[src/rtl/ldlt_pkg.sv]
// Package for the lazy deletion list table: sizes, codes, types shared by
// the interfaces, the cell row and the controller.
// Depends on nothing.
package ldlt_pkg;

	localparam int CAPACITY    = 64;
	localparam int VALUE_WIDTH = 32;
	localparam int IDX_W       = $clog2(CAPACITY);
	localparam int CNT_W       = $clog2(CAPACITY + 1);
	localparam int SUM_W       = CNT_W + 1;
	localparam int OP_W        = 2;
	localparam int DATA_W      = 32;
	localparam int POS_W       = 6;
	localparam int COUNT_W     = 7;

	typedef logic [VALUE_WIDTH-1:0] value_t;
	typedef logic [IDX_W-1:0]       idx_t;
	typedef logic [CNT_W-1:0]       cnt_t;

	typedef enum logic [OP_W-1:0] {
		OP_APPEND = 2'd0,
		OP_REMOVE = 2'd1,
		OP_READ   = 2'd2,
		OP_NOP    = 2'd3
	} op_t;

	typedef enum logic [2:0] {
		ST_OK        = 3'd0,
		ST_NOT_FOUND = 3'd1,
		ST_FULL      = 3'd2,
		ST_EMPTY     = 3'd3,
		ST_BEYOND    = 3'd4
	} status_t;

	typedef enum logic [2:0] {
		S_IDLE,
		S_SEARCH,
		S_READ,
		S_COMPACT,
		S_RESULT
	} state_t;

	typedef struct packed {
		value_t value;
		logic   mark;
	} entry_t;

	typedef struct packed {
		logic   write;
		logic   seed;
		logic   search;
		logic   load;
		logic   shift;
		logic   swap;
		logic   phase;
		logic   clear;
		value_t data;
		cnt_t   length;
	} cell_cmd_t;

	typedef struct packed {
		logic   hit;
		value_t head_value;
		logic   head_mark;
	} chain_stat_t;

	typedef struct packed {
		status_t           status;
		logic [DATA_W-1:0] read_value;
		logic              read_marked;
		logic              compacted;
	} result_t;

	function automatic value_t ext_value(input logic [DATA_W-1:0] v);
		value_t r;
		for (int b = 0; b < VALUE_WIDTH; b++) begin
			r[b] = v[(b < DATA_W) ? b : DATA_W - 1];
		end
		return r;
	endfunction

	function automatic logic [DATA_W-1:0] read_field(input value_t e);
		logic [DATA_W-1:0] r;
		for (int b = 0; b < DATA_W; b++) begin
			r[b] = (b < VALUE_WIDTH) ? e[(b < VALUE_WIDTH) ? b : 0] : 1'b0;
		end
		return r;
	endfunction

	function automatic logic pos_beyond(input logic [POS_W-1:0] pos, input cnt_t length);
		return 32'(pos) >= 32'(length);
	endfunction

endpackage

[src/rtl/ldlt_if.sv]
// Request and response channel interfaces of the lazy deletion list table.
// Depends on ldlt_pkg.
interface ldlt_req_if import ldlt_pkg::*; ();
	logic                     valid;
	logic                     ready;
	logic [OP_W-1:0]          operation;
	logic signed [DATA_W-1:0] value;
	logic [POS_W-1:0]         position;

	modport source (output valid, output operation, output value, output position,
		input ready);
	modport sink (input valid, input operation, input value, input position,
		output ready);
endinterface

interface ldlt_rsp_if import ldlt_pkg::*; ();
	logic                     valid;
	logic                     ready;
	status_t                  status;
	logic signed [DATA_W-1:0] read_value;
	logic                     read_marked;
	logic [COUNT_W-1:0]       live_count;
	logic [COUNT_W-1:0]       deleted_count;
	logic                     compacted;

	modport source (output valid, output status, output read_value, output read_marked,
		output live_count, output deleted_count, output compacted, input ready);
	modport sink (input valid, input status, input read_value, input read_marked,
		input live_count, input deleted_count, input compacted, output ready);
endinterface

[src/rtl/ldlt_ctrl.sv]
// Controller of the lazy deletion list table: takes requests, sequences the
// cell row through search, read and compaction, keeps counts, holds the result.
// Depends on ldlt_pkg and ldlt_if.
module ldlt_ctrl import ldlt_pkg::*; (
	input  logic        clk,
	input  logic        arst_n,
	ldlt_req_if.sink    req,
	ldlt_rsp_if.source  rsp,
	output cell_cmd_t   cmd,
	input  chain_stat_t stat
);

	state_t  state_q, state_d;
	idx_t    cnt_q, cnt_d;
	idx_t    pos_q, pos_d;
	cnt_t    length_q, length_d;
	cnt_t    live_q, live_d;
	cnt_t    del_q, del_d;
	value_t  key_q, key_d;
	logic    phase_q, phase_d;
	result_t res_q, res_d;
	logic    out_valid_q, out_valid_d;
	result_t out_q, out_d;
	cnt_t    out_live_q, out_live_d;
	cnt_t    out_del_q, out_del_d;
	logic    accept;

	assign rsp.valid         = out_valid_q;
	assign rsp.status        = out_q.status;
	assign rsp.read_value    = out_q.read_value;
	assign rsp.read_marked   = out_q.read_marked;
	assign rsp.compacted     = out_q.compacted;
	assign rsp.live_count    = COUNT_W'(out_live_q);
	assign rsp.deleted_count = COUNT_W'(out_del_q);

	always_comb begin
		state_d     = state_q;
		cnt_d       = cnt_q;
		pos_d       = pos_q;
		length_d    = length_q;
		live_d      = live_q;
		del_d       = del_q;
		key_d       = key_q;
		phase_d     = phase_q;
		res_d       = res_q;
		out_d       = out_q;
		out_live_d  = out_live_q;
		out_del_d   = out_del_q;
		out_valid_d = out_valid_q && !rsp.ready;
		cmd         = '0;
		cmd.data    = key_q;
		cmd.length  = length_q;
		cmd.phase   = phase_q;
		req.ready   = state_q == S_IDLE;
		accept      = req.valid && req.ready;
		case (state_q)
			S_IDLE: begin
				if (accept) begin
					res_d   = '{status: ST_OK, read_value: '0, read_marked: 1'b0,
						compacted: 1'b0};
					key_d   = ext_value(req.value);
					state_d = S_RESULT;
					case (op_t'(req.operation))
						OP_APPEND: begin
							if (length_q >= cnt_t'(CAPACITY)) begin
								res_d.status = ST_FULL;
							end else begin
								cmd.write = 1'b1;
								cmd.data  = ext_value(req.value);
								length_d  = length_q + cnt_t'(1);
								live_d    = live_q + cnt_t'(1);
							end
						end
						OP_REMOVE: begin
							if (length_q == '0) begin
								res_d.status = ST_EMPTY;
							end else begin
								cmd.seed = 1'b1;
								cnt_d    = '0;
								state_d  = S_SEARCH;
							end
						end
						OP_READ: begin
							if (pos_beyond(req.position, length_q)) begin
								res_d.status = ST_BEYOND;
							end else begin
								cmd.load = 1'b1;
								pos_d    = IDX_W'(req.position);
								cnt_d    = '0;
								state_d  = S_READ;
							end
						end
						default: begin
						end
					endcase
				end
			end
			S_SEARCH: begin
				cmd.search = 1'b1;
				if (stat.hit) begin
					del_d = del_q + cnt_t'(1);
					live_d = live_q - cnt_t'(1);
					if (del_d >= live_d) begin
						res_d.compacted = 1'b1;
						cnt_d   = '0;
						phase_d = 1'b0;
						state_d = S_COMPACT;
					end else begin
						state_d = S_RESULT;
					end
				end else if (cnt_t'(cnt_q) + cnt_t'(1) >= length_q) begin
					res_d.status = ST_NOT_FOUND;
					state_d = S_RESULT;
				end else begin
					cnt_d = cnt_q + idx_t'(1);
				end
			end
			S_READ: begin
				if (cnt_q == pos_q) begin
					res_d.read_value  = read_field(stat.head_value);
					res_d.read_marked = stat.head_mark;
					state_d = S_RESULT;
				end else begin
					cmd.shift = 1'b1;
					cnt_d = cnt_q + idx_t'(1);
				end
			end
			S_COMPACT: begin
				cmd.swap = 1'b1;
				phase_d  = !phase_q;
				if (cnt_q == idx_t'(CAPACITY - 1)) begin
					length_d = live_q;
					del_d    = '0;
					state_d  = S_RESULT;
				end else begin
					cnt_d = cnt_q + idx_t'(1);
				end
			end
			S_RESULT: begin
				cmd.clear = res_q.compacted;
				if (!out_valid_q || rsp.ready) begin
					out_valid_d = 1'b1;
					out_d       = res_q;
					out_live_d  = live_q;
					out_del_d   = del_q;
					state_d     = S_IDLE;
				end
			end
			default: begin
				state_d = S_IDLE;
			end
		endcase
	end

	always_ff @(posedge clk or negedge arst_n) begin
		if (!arst_n) begin
			state_q     <= S_IDLE;
			length_q    <= '0;
			live_q      <= '0;
			del_q       <= '0;
			out_valid_q <= 1'b0;
		end else begin
			state_q     <= state_d;
			length_q    <= length_d;
			live_q      <= live_d;
			del_q       <= del_d;
			out_valid_q <= out_valid_d;
		end
	end

	always_ff @(posedge clk) begin
		cnt_q      <= cnt_d;
		pos_q      <= pos_d;
		key_q      <= key_d;
		phase_q    <= phase_d;
		res_q      <= res_d;
		out_q      <= out_d;
		out_live_q <= out_live_d;
		out_del_q  <= out_del_d;
	end

`ifndef NO_ASSERTIONS
	a_counts_sum: assert property (@(posedge clk) disable iff (!arst_n)
		SUM_W'(live_q) + SUM_W'(del_q) == SUM_W'(length_q))
		else $error("live and deleted counts do not add up to the list length");
	a_length_cap: assert property (@(posedge clk) disable iff (!arst_n)
		length_q <= cnt_t'(CAPACITY))
		else $error("list length exceeds the table capacity");
	a_idle_compacted: assert property (@(posedge clk) disable iff (!arst_n)
		state_q == S_IDLE |-> (del_q == '0 || del_q < live_q))
		else $error("idle with a deleted count that calls for compaction");
	a_hit_in_search: assert property (@(posedge clk) disable iff (!arst_n)
		stat.hit |-> state_q == S_SEARCH)
		else $error("cell row reports a match outside a search");
`endif

endmodule

[src/flat_wrapper.sv]
// flat-port wrapper written by rule: the top's interface ports become plain ports
module ldlt_ctrl_flat import ldlt_pkg::*;
  (clk, arst_n, cmd, stat, req_valid, req_operation, req_value, req_position, req_ready, rsp_valid, rsp_status, rsp_read_value, rsp_read_marked, rsp_live_count, rsp_deleted_count, rsp_compacted, rsp_ready);
  ldlt_req_if req_i ();
  ldlt_rsp_if rsp_i ();
  input  logic clk;
  input  logic arst_n;
  output cell_cmd_t cmd;
  input  chain_stat_t stat;
  input wire logic [$bits(req_i.valid)-1:0] req_valid;
  input wire logic [$bits(req_i.operation)-1:0] req_operation;
  input wire logic [$bits(req_i.value)-1:0] req_value;
  input wire logic [$bits(req_i.position)-1:0] req_position;
  output wire logic [$bits(req_i.ready)-1:0] req_ready;
  output wire logic [$bits(rsp_i.valid)-1:0] rsp_valid;
  output wire logic [$bits(rsp_i.status)-1:0] rsp_status;
  output wire logic [$bits(rsp_i.read_value)-1:0] rsp_read_value;
  output wire logic [$bits(rsp_i.read_marked)-1:0] rsp_read_marked;
  output wire logic [$bits(rsp_i.live_count)-1:0] rsp_live_count;
  output wire logic [$bits(rsp_i.deleted_count)-1:0] rsp_deleted_count;
  output wire logic [$bits(rsp_i.compacted)-1:0] rsp_compacted;
  input wire logic [$bits(rsp_i.ready)-1:0] rsp_ready;
  assign req_i.valid = req_valid;
  assign req_i.operation = req_operation;
  assign req_i.value = req_value;
  assign req_i.position = req_position;
  assign req_ready = req_i.ready;
  assign rsp_valid = rsp_i.valid;
  assign rsp_status = rsp_i.status;
  assign rsp_read_value = rsp_i.read_value;
  assign rsp_read_marked = rsp_i.read_marked;
  assign rsp_live_count = rsp_i.live_count;
  assign rsp_deleted_count = rsp_i.deleted_count;
  assign rsp_compacted = rsp_i.compacted;
  assign rsp_i.ready = rsp_ready;
  ldlt_ctrl u_core (.clk(clk), .arst_n(arst_n), .req(req_i), .rsp(rsp_i), .cmd(cmd), .stat(stat));
endmodule
[config.mk]
export PLATFORM = sky130hd
export DESIGN_NAME = ldlt_ctrl_flat
export DESIGN_NICKNAME = d
export VERILOG_FILES = /design/src/rtl/ldlt_pkg.sv /design/src/rtl/ldlt_if.sv /design/src/rtl/ldlt_ctrl.sv /design/src/flat_wrapper.sv
export SDC_FILE = /design/constraint.sdc
export NUM_CORES = 1
export LEC_CHECK = 0
export BUFFER_PORTS_ARGS = -buffer_cell sky130_fd_sc_hd__buf_2
export CAP_MARGIN = 20
export CORE_ASPECT_RATIO = 0.8
export CORE_MARGIN = 2
export CORE_UTILIZATION = 51
export CTS_CLUSTER_DIAMETER = 120
export CTS_CLUSTER_SIZE = 30
export DETAILED_ROUTE_END_ITERATION = 8
export MAX_ROUTING_LAYER = met4
export PLACE_DENSITY = 0.78
export SYNTH_ARGS = -nofsm -noshare
export SYNTH_HDL_FRONTEND = slang
export SYNTH_SLANG_ARGS = --single-unit
[constraint.sdc]
create_clock -name clk -period 5.23 [get_ports clk]
set_clock_uncertainty 0.2 [all_clocks]
set_input_delay 0.2615 -clock clk [delete_from_list [all_inputs] [get_ports clk]]
set_output_delay 0.2615 -clock clk [all_outputs]
set_load 0.03 [all_outputs]
==> results.py <==
metrics = {
    "status": {
        "status": "finished, final reports clean",
    },
    "floorplan": {
        "floorplan.initialDensity_pct": 51.9,
        "io_pins": 178,
        "die_width_um": 135,
        "core_sq_mm": 0.0135,
        "design.die.area_sq_mm": 0.0147,
        "die_h_um": 109,
        "num_rows": 38,
    },
    "clocking": {
        "ctsHoldBuffers": 74,
        "worstSkewPairLatency_ps": 420,
        "clkTransAtPathRegs_ps": 60,
        "h-tree-depth": 4,
        "cts_setup_buffers": 0,
        "clkSinkCount": 158,
        "cts_buffer_depth": 2,
        "cts_buffers": 17,
        "cts_tree": "built",
        "post_cts_resized": 0,
        "cts_root_buf": "clkbuf_16",
    },
    "grt": {
        "grt_pass1_vias": 5393,
        "met1_usage_pct": 29.9,
        "track_usage_pct": 24.9,
        "overflow": 0,
        "use_met2_pct": 40.2,
        "grt_pass1_wl_mm": 27.1,
        "grt_util_met3_pct": 6.09,
        "antenna_found_initial": 2,
        "busiest_layer": "met2",
        "grt_max_degree": 52,
    },
    "route": {
        "wirelength_mm": 17.5,
        "first_pass_iters": 5,
        "vias_per_cell": 5.30,
        "wl_per_cell_um": 17.1,
        "vias": 5427,
        "drc": 0,
        "drtAntennaViolNets": 0,
        "drtIter0Drc": 358,
    },
    "yosys": {
        "ys_types": 51,
        "synth.net_count": 682,
        "synth.avg_cell_area_sq_um": 12.2,
        "synth_top_area_share_pct": 57.0,
        "netlist_area_sq_mm": 0.00700,
        "synth.area.top_cells": "edfxtp_1 (57%), dfrtp_1 (8.9%), nand2_1 (7.0%), ha_1 (5.4%), and2_1 (2.9%)",
        "synth-edff-count": 133,
        "ys_ff_latch": 158,
        "synth.most_common_cell": "edfxtp_1",
        "yosysTopAreaCell": "edfxtp_1",
        "ys_async_sr_fraction_pct": 15.8,
        "synthTopCellsByCount": "edfxtp_1 (133), nand2_1 (131), and2_1 (33), ha_1 (30), nand3_1 (28)",
        "ys.warnings.count": 0,
        "yosysSeqAreaShare_pct": 66.0,
        "synth_flop_cell": "edfxtp_1",
        "netlist_instances": 574,
    },
    "critical_path": {
        "r2r-start": "u_core.state_q[2]",
        "cp-end-kind": "primary output",
        "reg2reg_depth": 6,
        "reg2reg_slack_ps": 1370,
        "worstPathCellList": "or4b_1, inv_2, nand3_4, clkinv_2, nand2_1, nand2_1, buf_2",
        "cp-start-kind": "register",
        "cp_data_arrival_time_ps": 3760,
        "path_max_fanout": 40,
        "crit_type": "reg2out",
        "cp_slowest_stage_delay_ps": 700,
        "cp.required_ps": 4770,
        "worst_r2r_endpoint": "u_core.length_q[3]",
        "cp_slowest_cell": "or4b_1",
        "crit_top_cell": "nand2_1",
    },
    "sta": {
        "tightest_slew_ps": 734,
        "max_freq_ghz": 0.237,
        "maxSlewViolCount": 0,
        "slew_headroom_pct": 51.0,
        "timing_hold_violations_final": 0,
        "tns_ps": 0,
        "rsz0062_at_grt": "false",
        "min_period_ps": 4230,
        "hold_ws_ps": 124,
        "fin_crit_sh_pct": 80.8,
        "setup-violations-final": 0,
    },
    "power": {
        "peakVddDrop_uv": 311,
        "power.density_mw_per_mm2": 523,
        "power.leakage_nw": 4.11,
    },
    "worst_hold_path": {
        "holdCritStartpoint": "req_operation[1]",
        "holdPathEnd": "u_core.res_q[35]",
        "hold_path.class": "in2reg",
        "hold_depth": 3,
    },
    "cells_and_area": {
        "area_growth_pct": 35.1,
        "fillers": 947,
        "drive_above_1_share_pct": 26.8,
        "fin_nets": 935,
    },
    "run": {
        "maxCapViolCount": 0,
    },
    "place": {
        "io_buffers": 177,
        "hpwl_mm": 10.9,
        "place.gp.congestion": 0.888,
    },
}
per-stage QoR:
step | area [sq um] | setup slack [ps] | total power, W | utilization, % | cells
after floorplan | 7000 | 1190 | 0.00310 | - | 574
after global placement | 8070 | 1510 | 0.00349 | 59.7 | 913
after detailed placement | 8070 | 1350 | 0.00355 | 59.7 | 913
after CTS | 9450 | 983 | 0.00496 | 70.0 | 1019
after global routing | 9460 | 742 | 0.00519 | 70.1 | 1022
final | 9470 | 1000 | 0.00495 | 70.1 | 1023
worst max path at each step:
stage | start | end | slack, ps | cells after the start
final | u_core.state_q[2] | cmd[29] | 1000 | 7
after global routing | u_core.state_q[2] | cmd[29] | 740 | 7
after CTS | u_core.state_q[2] | cmd[32] | 980 | 7
after detailed placement | u_core.cnt_q[0] | u_core.cnt_q[1] | 1350 | 10
after global placement | u_core.state_q[2] | u_core.length_q[3] | 1510 | 6
after floorplan | u_core.cnt_q[3] | u_core.res_q[10] | 1190 | 5
report_power, final:
part	total, W	leakage, nW	internal (W)	switching (W)
combinational	0.00154	2.24	0.000508	0.00103
sequential	0.00207	1.56	0.00183	0.000235
clock	0.00135	0.312	0.000851	0.000499
per-layer routing:
metal / vias up / routed length, um
met1: 2577 / 7120
met4: 0 / 671
met2: 259 / 8570
li1: 2537 / -
met5: - / 0
met3: 54 / 1120
logic make-up after synthesis:
group	share of synthesized area [%]
simple gates	17.8
flops	66.0
compound gates	5.07
buf+inv	2.39
fa+ha+maj	5.36
xor+xnor	3.25
mux	0.161
cells in the final DEF (no fill, tap or decap), types with 16 or more instances in the layout:
cell type / netlist / layout
and2_1: 33 / 33
buf_2: 4 / 177
clkbuf_16: 0 / 17
dfrtp_1: 25 / 25
dlygate4sd3_1: 0 / 74
edfxtp_1: 133 / 133
ha_1: 30 / 30
inv_1: 16 / 16
nand2_1: 131 / 131
nand3_1: 28 / 28
nor2_1: 27 / 26
xnor2_1: 16 / 16
state kept, by name, indices dropped and copies added (netlist names), 6 cells and up:
register and cells:
u_core.pos_q 6, u_core.rsp.live_count 7, u_core.live_q 7, u_core.cnt_q 6, u_core.rsp.deleted_count 7, u_core.res_q 37
u_core.length_q 7, u_core.key_q 32, u_core.del_q 7, u_core.rsp.read_value 32
area by class of cell:
class / instances / area, sq um / share of cell area, %
inverters: 19 / 72.6 / 0.767
multi-input cells: 376 / 2240 / 23.7
repair buffers: 255 / 1650 / 17.5
clock inverters: 13 / 211 / 2.23
well taps: 180 / 225 / 2.38
clock buffers: 19 / 433 / 4.57
diodes: 3 / 7.51 / 0.0793
flip-flops and latches: 158 / 4620 / 48.8
critical path, delay by kind of cell (launching register included):
family | cells | cell delay (ps)
buffers and inverters | 3 | 1370
flip-flops | 1 | 540
AND/OR/NAND/NOR | 4 | 1410
No activity file was read; power rests on OpenSTA's default activity.
