[src/rtl/ldlt_pkg.sv]
// Package for the lazy deletion list table: sizes, codes, types shared by
// the interfaces, the cell row and the controller.
// Depends on nothing.
package ldlt_pkg;

	localparam int CAPACITY    = 64;
	localparam int VALUE_WIDTH = 32;
	localparam int IDX_W       = $clog2(CAPACITY);
	localparam int CNT_W       = $clog2(CAPACITY + 1);
	localparam int SUM_W       = CNT_W + 1;
	localparam int OP_W        = 2;
	localparam int DATA_W      = 32;
	localparam int POS_W       = 6;
	localparam int COUNT_W     = 7;

	typedef logic [VALUE_WIDTH-1:0] value_t;
	typedef logic [IDX_W-1:0]       idx_t;
	typedef logic [CNT_W-1:0]       cnt_t;

	typedef enum logic [OP_W-1:0] {
		OP_APPEND = 2'd0,
		OP_REMOVE = 2'd1,
		OP_READ   = 2'd2,
		OP_NOP    = 2'd3
	} op_t;

	typedef enum logic [2:0] {
		ST_OK        = 3'd0,
		ST_NOT_FOUND = 3'd1,
		ST_FULL      = 3'd2,
		ST_EMPTY     = 3'd3,
		ST_BEYOND    = 3'd4
	} status_t;

	typedef enum logic [2:0] {
		S_IDLE,
		S_SEARCH,
		S_READ,
		S_COMPACT,
		S_RESULT
	} state_t;

	typedef struct packed {
		value_t value;
		logic   mark;
	} entry_t;

	typedef struct packed {
		logic   write;
		logic   seed;
		logic   search;
		logic   load;
		logic   shift;
		logic   swap;
		logic   phase;
		logic   clear;
		value_t data;
		cnt_t   length;
	} cell_cmd_t;

	typedef struct packed {
		logic   hit;
		value_t head_value;
		logic   head_mark;
	} chain_stat_t;

	typedef struct packed {
		status_t           status;
		logic [DATA_W-1:0] read_value;
		logic              read_marked;
		logic              compacted;
	} result_t;

	function automatic value_t ext_value(input logic [DATA_W-1:0] v);
		value_t r;
		for (int b = 0; b < VALUE_WIDTH; b++) begin
			r[b] = v[(b < DATA_W) ? b : DATA_W - 1];
		end
		return r;
	endfunction

	function automatic logic [DATA_W-1:0] read_field(input value_t e);
		logic [DATA_W-1:0] r;
		for (int b = 0; b < DATA_W; b++) begin
			r[b] = (b < VALUE_WIDTH) ? e[(b < VALUE_WIDTH) ? b : 0] : 1'b0;
		end
		return r;
	endfunction

	function automatic logic pos_beyond(input logic [POS_W-1:0] pos, input cnt_t length);
		return 32'(pos) >= 32'(length);
	endfunction

endpackage

[src/rtl/ldlt_cell.sv]
// One cell of the list row: holds one entry, its deletion mark, a search
// token and a read carry, and trades them with its neighbors.
// Depends on ldlt_pkg.
module ldlt_cell import ldlt_pkg::*; (
	input  logic      clk,
	input  logic      arst_n,
	input  idx_t      idx,
	input  cell_cmd_t cmd,
	input  entry_t    right_entry,
	input  logic      right_live,
	input  entry_t    right_carry,
	input  logic      left_hole,
	input  logic      left_tok,
	output entry_t    entry,
	output logic      live,
	output logic      hole,
	output entry_t    carry,
	output logic      tok,
	output logic      hit
);

	value_t value_q;
	logic   mark_q;
	entry_t carry_q;
	logic   tok_q;
	logic   in_list;
	logic   is_left;
	logic   take;
	logic   give;
	logic   wr_sel;

	assign in_list = cnt_t'(idx) < cmd.length;
	assign hole    = mark_q || !in_list;
	assign live    = !hole;
	assign is_left = idx[0] == cmd.phase;
	assign take    = cmd.swap && is_left && hole && right_live;
	assign give    = cmd.swap && !is_left && left_hole && live;
	assign wr_sel  = cmd.write && (cnt_t'(idx) == cmd.length);
	assign hit     = cmd.search && tok_q && live && (value_q == cmd.data);

	assign entry = '{value: value_q, mark: mark_q};
	assign carry = carry_q;
	assign tok   = tok_q;

	always_ff @(posedge clk) begin
		if (wr_sel) begin
			value_q <= cmd.data;
		end else if (take) begin
			value_q <= right_entry.value;
		end
		if (cmd.load) begin
			carry_q <= '{value: value_q, mark: mark_q};
		end else if (cmd.shift) begin
			carry_q <= right_carry;
		end
	end

	always_ff @(posedge clk or negedge arst_n) begin
		if (!arst_n) begin
			mark_q <= 1'b0;
			tok_q  <= 1'b0;
		end else begin
			if (cmd.clear || wr_sel || take) begin
				mark_q <= 1'b0;
			end else if (give || hit) begin
				mark_q <= 1'b1;
			end
			tok_q <= (cmd.seed || cmd.search) ? left_tok : 1'b0;
		end
	end

endmodule

[config.mk]
export PLATFORM = sky130hd
export DESIGN_NAME = ldlt_cell
export DESIGN_NICKNAME = d
export VERILOG_FILES = /design/src/rtl/ldlt_pkg.sv /design/src/rtl/ldlt_cell.sv
export SDC_FILE = /design/constraint.sdc
export NUM_CORES = 1
export LEC_CHECK = 0
export BUFFER_PORTS_ARGS = -buffer_cell sky130_fd_sc_hd__buf_2
export CAP_MARGIN = 10
export CORE_UTILIZATION = 40
export DETAILED_ROUTE_END_ITERATION = 12
export GPL_ROUTABILITY_DRIVEN = 0
export PLACE_DENSITY = 0.77
export SETUP_SLACK_MARGIN = 0.2
export SYNTH_ARGS = -nofsm -noshare
export SYNTH_HDL_FRONTEND = slang
export SYNTH_SLANG_ARGS = --single-unit
[constraint.sdc]
create_clock -name clk -period 2.31 [get_ports clk]
set_clock_uncertainty 0.05 [all_clocks]
set_input_delay 0.693 -clock clk [delete_from_list [all_inputs] [get_ports clk]]
set_output_delay 0.693 -clock clk [all_outputs]
set_load 0.005 [all_outputs]
==> results of run 1 <==
how the worst max path moves through the flow:
stage | to | from | slack [ns]
floorplan | hit | idx[2] | 0.06
global placement | hit | cmd[18] | -0.32
detailed placement | hit | cmd[18] | -0.32
CTS | hit | value_q[8] | -0.23
global route | hit | value_q[16] | -0.32
finish | hit | cmd[23] | -0.23
what timing repair did:
action	in CTS	in global routing
buffers inserted	5	2
gates cloned	1	4
resized for setup	15	40
pin swaps	14	3
endpoints found under the setup margin	39	67
cell type report:
cell class,instances,area [um2],area share (%)
Clock inverter,6,56.3,1.04
Inverter,10,47.5,0.880
Clock buffer,10,128,2.36
Multi-Input combinational cell,135,1580,29.2
Tap cell,105,131,2.43
Timing Repair Buffer,227,1460,27.0
Sequential cell,67,2000,37.0
where the power goes:
part | switching, mW | internal [mW]
clock network | 0.443 | 0.490
logic | 0.196 | 0.298
registers | 0.0226 | 1.40
total | 0.661 | 2.19
stage by stage:
stage	hold slack, ns	TNS, ns
final	0.0937	-0.492
after floorplan	0.347	0
after detailed placement	0.440	-10.58
after global placement	0.437	-9.47
after global routing	0.0760	-0.672
after CTS	0.0730	-0.474
layer usage:
layer | part of all wire [%] | track usage (%)
met5 | 0 | 0
met1 | 41 | 23.4
met4 | 1.1 | 7.44
met3 | 5.9 | 4.85
met2 | 52 | 38.3
registers in the layout, summed over array words and instances (netlist names):
register  count
mark_q        1
value_q      32
tok           1
carry        33
synthesized netlist by cell type, drive strengths merged:
| master | count |
|---|---|
| o221ai | 1 |
| nand3 | 2 |
| dfrtp | 2 |
| or2 | 2 |
| edfxtp | 65 |
| nor4 | 1 |
| inv | 10 |
| buf | 7 |
| nand4b | 1 |
| a41o | 1 |
| a21oi | 4 |
| xnor2 | 33 |
| a211oi | 1 |
| nand4 | 9 |
| nand2b | 1 |
| nor2 | 4 |
| clkbuf | 1 |
| o21a | 1 |
| mux2 | 65 |
| nand2 | 1 |
| ha | 6 |
| nor3 | 1 |
| nand3b | 1 |
kinds of logic after synthesis:
kind of cell,count (synthesis),share of synthesized area [%]
compound gates,8,1.95
fa+ha+maj,6,2.21
flops,67,58.9
mux,65,21.5
xor+xnor,33,8.51
buf+inv,18,2.87
simple gates,23,4.01
worst max-delay path, cell delays in order:
cell and delay, ns:
buf_2 0.12, xnor2_2 0.15, nand4_1 0.13, nor4_1 0.28
buf_4 0.15, nand4_1 0.09, inv_1 0.07, buf_2 0.11
==> summary.md, run 1 <==
| Metric | Value |
|---|---|
| Critical Path End Type | `output port` |
| Share of layout cells above drive strength 1 | `73.8%` |
| Fillers | `646` |
| GRT overflow | `0` |
| Critical path launch point type | `primary input` |
| # clock sinks | `67` |
| Crit path max fanout | `2` |
| Slew Limit Headroom | `76.7%` |
| Final instance area | `5400 um2` |
| Port Buf Inserts | `192` |
| Worst R2R End | `mark_q` |
| Hold Vio Cnt, Final | `0` |
| CP Class | `primary input to output port` |
| Reg-to-Reg Start | `value_q[9]` |
| Vias per std cell | `4.79` |
| Final Setup Violations | `3` |
| Reg2reg path depth | `7` |
| Pin count of the biggest net entering global routing | `24` |
| Worst Path Arrival | `1.79 ns` |
| Boundary Pins | `194` |
| Leak | `2.35 nW` |
| Die ar. | `8870 um2` |
| Synth unique cells | `28` |
| Ant. Diodes | `0` |
| Synth top area share | `57.4%` |
| Max Cap Viol | `0` |
| Synth area leaders | `edfxtp_1, mux2_2, xnor2_1, ha_1, nand4_1` |
| Number of synthesized register bits | `67` |
| Die W | `94.2 um` |
| DR WL/cell | `17.5 um` |
| Total power | `2.85 mW` |
| CTS root buf | `clkbuf_8` |
| Synth Area per Inst | `15.4 um2` |
| H-Tree Level Count | `3` |
| Critical Path RT | `1.57 ns` |
| Final Util | `65.8%` |
| Yosys warns | `0` |
| R2R setup slack | `0.58 ns` |
| Fin cells | `560` |
| Hold buffer count at CTS | `0` |
| Num CTS Buffers | `9` |
| Placed insts | `532` |
| DRC Markers | `0` |
| Post-DP Area | `4760 um2` |
| Initial core utilization | `41.4%` |
| Cells after synthesis | `220` |
| Routed via count | `2681` |
| Place WS | `-0.317 ns` |
| DIE HEIGHT | `94.2 um` |
| Area Overhead vs Synth | `59.0%` |
| Detail Route Antenna Nets | `0` |
| Post-Synthesis Cell Area | `3400 um2` |
| Clk_lat worst skew | `0.33 ns` |
| Hold crit path type | `primary input to asynchronous set/reset pin` |
| Setup ws final | `-0.226 ns` |
| Final net count | `580` |
| TritonRoute pass-1 iters | `4` |
| Period utilization | `110%` |
| Most common library cell in the layout ignoring fill and taps | `buf_2` |
| First-pass GRT wire length | `13.4 mm` |
| Total track usage | `20.9%` |
| Syn_nets | `350` |
| Detailed placement HPWL | `7.04 mm` |
| Most frequent cells in the layout | `buf_2, edfxtp_1, mux2_2` |
| Vias in the first global route | `2697` |
| Cell taking the most area after synthesis | `edfxtp_1` |
| Peak VDD IR | `0.332 mV` |
| 1st-iter DRT viols | `51` |
| Deepest clock path buffer count | `2` |
| Rows | `33` |
| Slew @ Worst Pin | `0.349 ns` |
| Minimum clock period | `2.54 ns` |
| Unrepaired setup endpoints after global routing | `yes` |
| Max-slew violations | `0` |
| Initial antenna violation count | `0` |
| Status | `complete, but fails checks` |
| Total Wirelength | `9.83 mm` |
| CTS tree | `built` |
| Core Area | `8220 um2` |
| P per Cell Area | `528 nW/um2` |
| Failing checks | `negative setup slack` |
| Clk slew on worst S/H paths | `0.07 ns` |
| Fmax | `394 MHz` |
| Register area share after synthesis | `58.9%` |
No activity file was read; power rests on OpenSTA's default activity.
==> inputs of run 2 (changes only) <==
--- a/config.mk
+++ b/config.mk
@@ -10,8 +10,9 @@
 export CORE_UTILIZATION = 40
 export DETAILED_ROUTE_END_ITERATION = 12
 export GPL_ROUTABILITY_DRIVEN = 0
-export PLACE_DENSITY = 0.77
+export PLACE_DENSITY = 0.84
 export SETUP_SLACK_MARGIN = 0.2
+export SKIP_LAST_GASP = 1
 export SYNTH_ARGS = -nofsm -noshare
 export SYNTH_HDL_FRONTEND = slang
 export SYNTH_SLANG_ARGS = --single-unit
==> summary.md, run 2 (same netlist as run 1, synthesis figures left out) <==
| Metric | Value |
|---|---|
| Status | `complete, but fails checks` |
| Failing checks | `negative setup slack` |
| Port Buf Inserts | `192 (unchanged)` |
| Hold buffer count at CTS | `0 (unchanged)` |
| Share of layout cells above drive strength 1 | `72.5% (-1.3 points)` |
| Max FFs per register | `33 (unchanged)` |
| CTS root buf | `clkbuf_8` |
| Final net count | `577 (-0.52%)` |
| Reg-to-Reg Start | `mark_q` |
| Num CTS Buffers | `9 (unchanged)` |
| DIE HEIGHT | `94.2 um (unchanged)` |
| Hold crit path type | `primary input to asynchronous set/reset pin` |
| Final Setup Violations | `20 (+17)` |
| Slew @ Worst Pin | `0.881 ns (+0.532 ns)` |
| Unrepaired setup endpoints after global routing | `yes` |
| Detailed placement HPWL | `6.61 mm (-6.1%)` |
| Critical Path RT | `1.57 ns (about the same)` |
| # clock sinks | `67 (unchanged)` |
| Minimum clock period | `2.62 ns (+0.0858 ns)` |
| Area Overhead vs Synth | `57.0%` |
| 1st-iter DRT viols | `70 (+37%)` |
| Die ar. | `8870 um2 (unchanged)` |
| GRT overflow | `0 (unchanged)` |
| CP Class | `primary input to output port` |
| Vias in the first global route | `2713 (+0.59%)` |
| Initial antenna violation count | `0 (unchanged)` |
| Final Util | `64.9% (-0.85 points)` |
| H-Tree Level Count | `3 (unchanged)` |
| Peak VDD IR | `0.276 mV (-17%)` |
| Deepest clock path buffer count | `2 (unchanged)` |
| Total track usage | `20.7% (-0.20 points)` |
| P per Cell Area | `530 nW/um2 (+0.42%)` |
| Crit path max fanout | `2 (unchanged)` |
| Clk slew on worst S/H paths | `0.07 ns (about the same)` |
| Ant. Diodes | `0 (unchanged)` |
| Slew Limit Headroom | `41.3% (-35 points)` |
| Crit-path cells | `buf_2 -> xnor2_1 -> nand4_1 -> nor4_2 -> buf_4 -> nand4_1 -> inv_1 -> buf_2` |
| Boundary Pins | `194 (unchanged)` |
| Most frequent cells in the layout | `buf_2, edfxtp_1, mux2_2` |
| CTS tree | `built` |
| Clk_lat worst skew | `0.33 ns (about the same)` |
| TritonRoute pass-1 iters | `4 (unchanged)` |
| Die W | `94.2 um (unchanged)` |
| Worst setup path start | `cmd[18]` |
| Critical Path End Type | `output port` |
| Period utilization | `114% (+3.7 points)` |
| Reg2reg path depth | `7 (unchanged)` |
| Detail Route Antenna Nets | `0 (unchanged)` |
| Max Cap Viol | `0 (unchanged)` |
| Vias per std cell | `4.87 (+1.7%)` |
| Total power | `2.83 mW (-0.88%)` |
| Setup ws final | `-0.312 ns (-0.0858 ns)` |
| Total Wirelength | `9.53 mm (-3.0%)` |
| Max-slew violations | `0 (unchanged)` |
| Worst Path Arrival | `1.88 ns (+0.09 ns)` |
| R2R setup slack | `0.46 ns (-0.12 ns)` |
| Worst R2R End | `value_q[2]` |
| Fmax | `381 MHz (-3.3%)` |
| Pin count of the biggest net entering global routing | `34 (+42%)` |
| Slowest cell on the critical path | `nor4_2` |
| Leak | `2.30 nW (-1.9%)` |
| First-pass GRT wire length | `13.4 mm (-0.51%)` |
| Critical path launch point type | `primary input` |
| Worst Setup EP | `hit` |
| Initial core utilization | `41.4% (unchanged)` |
| Rows | `33 (unchanged)` |
| Worst path max stage delay | `0.30 ns (+0.02 ns)` |
| DR WL/cell | `17.1 um (-2.3%)` |
| DRC Markers | `0 (unchanged)` |
| Core Area | `8220 um2 (unchanged)` |
| Hold Vio Cnt, Final | `0 (unchanged)` |
| Hold WS | `0.0823 ns (-0.0114 ns)` |
| Most common library cell in the layout ignoring fill and taps | `buf_2` |
| Place WS | `-0.351 ns (-0.0343 ns)` |
| Routed via count | `2706 (+0.93%)` |
==> run 2: repair_timing <==
action / 4_1_cts / 5_1_grt
gates cloned: 2 / 4
buffers inserted: 8 / 4
setup endpoints to repair: 24 / 68
resized for setup: 31 / 21
pin swaps: 9 / 15
==> run 2: through the flow <==
stage               instance area [um2]  setup TNS [ns]  cells
floorplan                          3490               0    220
global placement                   4680           -8.11    523
detailed placement                 4680           -9.27    523
CTS                                5110          -0.629    548
global route                       5330           -1.89    556
finish                             5330          -0.742    556
==> run 2: area by class of cell <==
| type | instances | area, um2 |
|---|---|---|
| Multi-Input combinational cell | 135 | 1560 |
| Tap cell | 105 | 131 |
| Sequential cell | 67 | 2000 |
| Clock inverter | 4 | 42.5 |
| Clock buffer | 11 | 131 |
| Inverter | 10 | 47.5 |
| Timing Repair Buffer | 224 | 1420 |
| Fill cell | 621 | 2880 |
==> run 2: critical path, delay by kind of cell <==
family	cells	cell delay, ns
AND/OR/NAND/NOR	3	0.55
buffers and inverters	4	0.46
XOR/XNOR	1	0.18
==> run 2: power by group <==
group	switching, mW	internal (mW)
clock	0.424	0.485
sequential	0.0232	1.40
combinational	0.195	0.296
total	0.642	2.18
==> run 2: layer usage <==
| metal | vias to the layer above | wire length, um | GRT usage [%] |
|---|---|---|---|
| met5 | - | 0 | 0 |
| met3 | 13 | 557 | 5.18 |
| met1 | 1295 | 3750 | 23.2 |
| met4 | 0 | 154 | 8.08 |
| li1 | 1282 | - | - |
| met2 | 116 | 5070 | 37.3 |
==> run 2: worst min path at each step <==
stage,from,endpoint,slack (ns),cells after the start
detailed placement,arst_n,tok,0.43,1
CTS,arst_n,tok,0.07,1
global placement,arst_n,tok,0.43,1
global route,arst_n,tok,0.07,1
finish,arst_n,tok,0.08,1
floorplan,arst_n,mark_q,0.35,0
==> inputs of run 3 (changes only) <==
--- a/config.mk
+++ b/config.mk
@@ -7,10 +7,11 @@
 export LEC_CHECK = 0
 export BUFFER_PORTS_ARGS = -buffer_cell sky130_fd_sc_hd__buf_2
 export CAP_MARGIN = 10
-export CORE_UTILIZATION = 40
+export CORE_UTILIZATION = 41
+export CTS_BUF_LIST = sky130_fd_sc_hd__clkbuf_8
 export DETAILED_ROUTE_END_ITERATION = 12
 export GPL_ROUTABILITY_DRIVEN = 0
-export PLACE_DENSITY = 0.84
+export PLACE_DENSITY = 0.85
 export SETUP_SLACK_MARGIN = 0.2
 export SKIP_LAST_GASP = 1
 export SYNTH_ARGS = -nofsm -noshare
==> summary.md, run 3 (same netlist as run 1, synthesis figures left out) <==
| Metric | Value |
|---|---|
| Worst R2R End | `mark_q` |
| Total power | `2.68 mW (-5.3%)` |
| Detailed placement HPWL | `7.36 mm (+11%)` |
| Most frequent cells in the layout | `buf_2, mux2_2, edfxtp_1` |
| Share of layout cells above drive strength 1 | `72.0% (-0.48 points)` |
| P per Cell Area | `511 nW/um2 (-3.6%)` |
| Clk slew on worst S/H paths | `0.07 ns (about the same)` |
| Critical Path End Type | `output port` |
| Vias per std cell | `4.89 (+0.41%)` |
| Setup TNS | `-0.856 ns (-0.114 ns)` |
| Reg area | `2000 um2 (unchanged)` |
| # clock sinks | `67 (unchanged)` |
| CTS tree | `built` |
| CTS root buf | `clkbuf_8` |
| Most common library cell in the layout ignoring fill and taps | `buf_2` |
| Pin count of the biggest net entering global routing | `24 (-29%)` |
| Final net count | `580 (+0.52%)` |
| R2R setup slack | `-0.26 ns (-0.72 ns)` |
| Boundary Pins | `194 (unchanged)` |
| Max Cap Viol | `0 (unchanged)` |
| Peak VDD IR | `0.279 mV (+0.88%)` |
| Critical path launch point type | `primary input` |
| Hold crit path type | `primary input to asynchronous set/reset pin` |
| First-pass GRT wire length | `14.1 mm (+5.4%)` |
| Placed insts | `524 (+0.19%)` |
| Period utilization | `114% (+0.16 points)` |
| Unrepaired setup endpoints after global routing | `yes` |
| Ant. Diodes | `0 (unchanged)` |
| Worst Path Arrival | `1.88 ns (about the same)` |
| Crit-path cells | `buf_2 -> xnor2_1 -> nand4_1 -> nor4_2 -> nand4_1 -> inv_1 -> buf_2` |
| Reg-to-Reg Start | `value_q[1]` |
| Slowest cell on the critical path | `nor4_2` |
| 1st-iter DRT viols | `74 (+5.7%)` |
| Failing checks | `negative setup slack` |
| Num CTS Buffers | `9 (unchanged)` |
| Hold Vio Cnt, Final | `0 (unchanged)` |
| Worst Setup EP | `hit` |
| Initial antenna violation count | `0 (unchanged)` |
| Critical Path RT | `1.57 ns (about the same)` |
| DIE HEIGHT | `93.0 um (-1.2%)` |
| Rows | `32 (-3.0%)` |
| Port Buf Inserts | `192 (unchanged)` |
| Clk_lat worst skew | `0.33 ns (about the same)` |
| CP Class | `primary input to output port` |
| Area Overhead vs Synth | `54.3%` |
| Critical path buffer and inverter count | `3 (-1)` |
| Core Area | `7890 um2 (-4.0%)` |
| Vias in the first global route | `2918 (+7.6%)` |
| Worst setup path start | `cmd[8]` |
| Reg2reg path depth | `13 (+6)` |
| Minimum clock period | `2.63 ns (+0.00368 ns)` |
| WP depth | `7 (-1)` |
| Leak | `2.22 nW (-3.7%)` |
| CP delay by family, top | `simple AND/OR/NAND/NOR gates` |
| Area of the multi-input gates | `1420 um2 (-9.1%)` |
| Hold WS | `0.0851 ns (+0.00280 ns)` |
| H-Tree Level Count | `3 (unchanged)` |
| Final Setup Violations | `4 (-80%)` |
| Slew @ Worst Pin | `0.301 ns (-0.580 ns)` |
| Slew Limit Headroom | `79.8% (+39 points)` |
| Total Wirelength | `9.90 mm (+3.9%)` |
| Fin cells | `556 (unchanged)` |
| Die W | `93.0 um (-1.2%)` |
| Fmax | `381 MHz (-0.14%)` |
| Setup ws final | `-0.316 ns (-0.00368 ns)` |
| Initial core utilization | `43.1% (+1.7 points)` |
| Deepest clock path buffer count | `2 (unchanged)` |
| Max-slew violations | `0 (unchanged)` |
| GRT overflow | `0 (unchanged)` |
| Die ar. | `8660 um2 (-2.4%)` |
| Crit path max fanout | `2 (unchanged)` |
| Final Util | `66.5% (+1.6 points)` |
| Total track usage | `22.1% (+1.4 points)` |
| DRC Markers | `0 (unchanged)` |
| Fillers | `614 (-1.1%)` |
| Max FFs per register | `33 (unchanged)` |
| Hold buffer count at CTS | `0 (unchanged)` |
| Worst path max stage delay | `0.28 ns (-0.02 ns)` |
| Detail Route Antenna Nets | `0 (unchanged)` |
| DR WL/cell | `17.8 um (+3.9%)` |
| TritonRoute pass-1 iters | `4 (unchanged)` |
| Routed via count | `2717 (+0.41%)` |
| Status | `complete, but fails checks` |
run 3: cell types whose count changed in the layout (fill, tap and decap cells not counted), moves of 3 or more:
cell / previous run / this run
xnor2_2: 6 / 3
mux2_2: 35 / 65
xnor2_1: 27 / 30
buf_2: 186 / 182
mux2_4: 30 / 0
buf_8: 0 / 3
buf_6: 13 / 18
run 3: worst min-delay path by stage:
stage | end | slack (ns) | cells past startpoint
4_1_cts | tok | 0.07 | 1
2_1_floorplan | mark_q | 0.35 | 0
3_5_place_dp | tok | 0.43 | 1
5_1_grt | tok | 0.07 | 1
6_report | tok | 0.09 | 1
3_3_place_gp | tok | 0.44 | 1
run 3: area by class of cell:
type	count	share of cell area (%)
Clock buffer	9	2.36
Clock inverter	6	0.477
Inverter	10	0.907
Multi-Input combinational cell	135	27.0
Sequential cell	67	38.2
Tap cell	102	2.43
Timing Repair Buffer	227	28.6
run 3: metrics by stage:
step | area [um2] | setup slack [ns]
2_1_floorplan | 3490 | 0.0574
3_3_place_gp | 4740 | -0.335
3_5_place_dp | 4740 | -0.333
4_1_cts | 5030 | -0.238
5_1_grt | 5240 | -0.383
6_report | 5240 | -0.316
run 3: what timing repair did:
action | CTS | global route
buffers inserted | 7 | 4
pin swaps | 10 | 6
cloned | 1 | 5
gates resized for setup | 9 | 20
endpoints found under the setup margin | 12 | 45
run 3: routing by layer:
metal  vias up  routed length [um]  part of all wire, %  global-route usage [%]
met5         -                   0                    0                       0
met2       122                5150                   52                    40.3
met3        12                 611                  6.2                    6.42
li1       1287                   -                    -                       -
met1      1296                4000                   40                    24.6
met4         0                 133                  1.3                    7.31
run 3: report_power, final:
group | internal [mW] | total [mW] | switching, mW
clock | 0.365 | 0.778 | 0.413
combinational | 0.282 | 0.474 | 0.192
sequential | 1.40 | 1.43 | 0.0226
total | 2.05 | 2.68 | 0.628
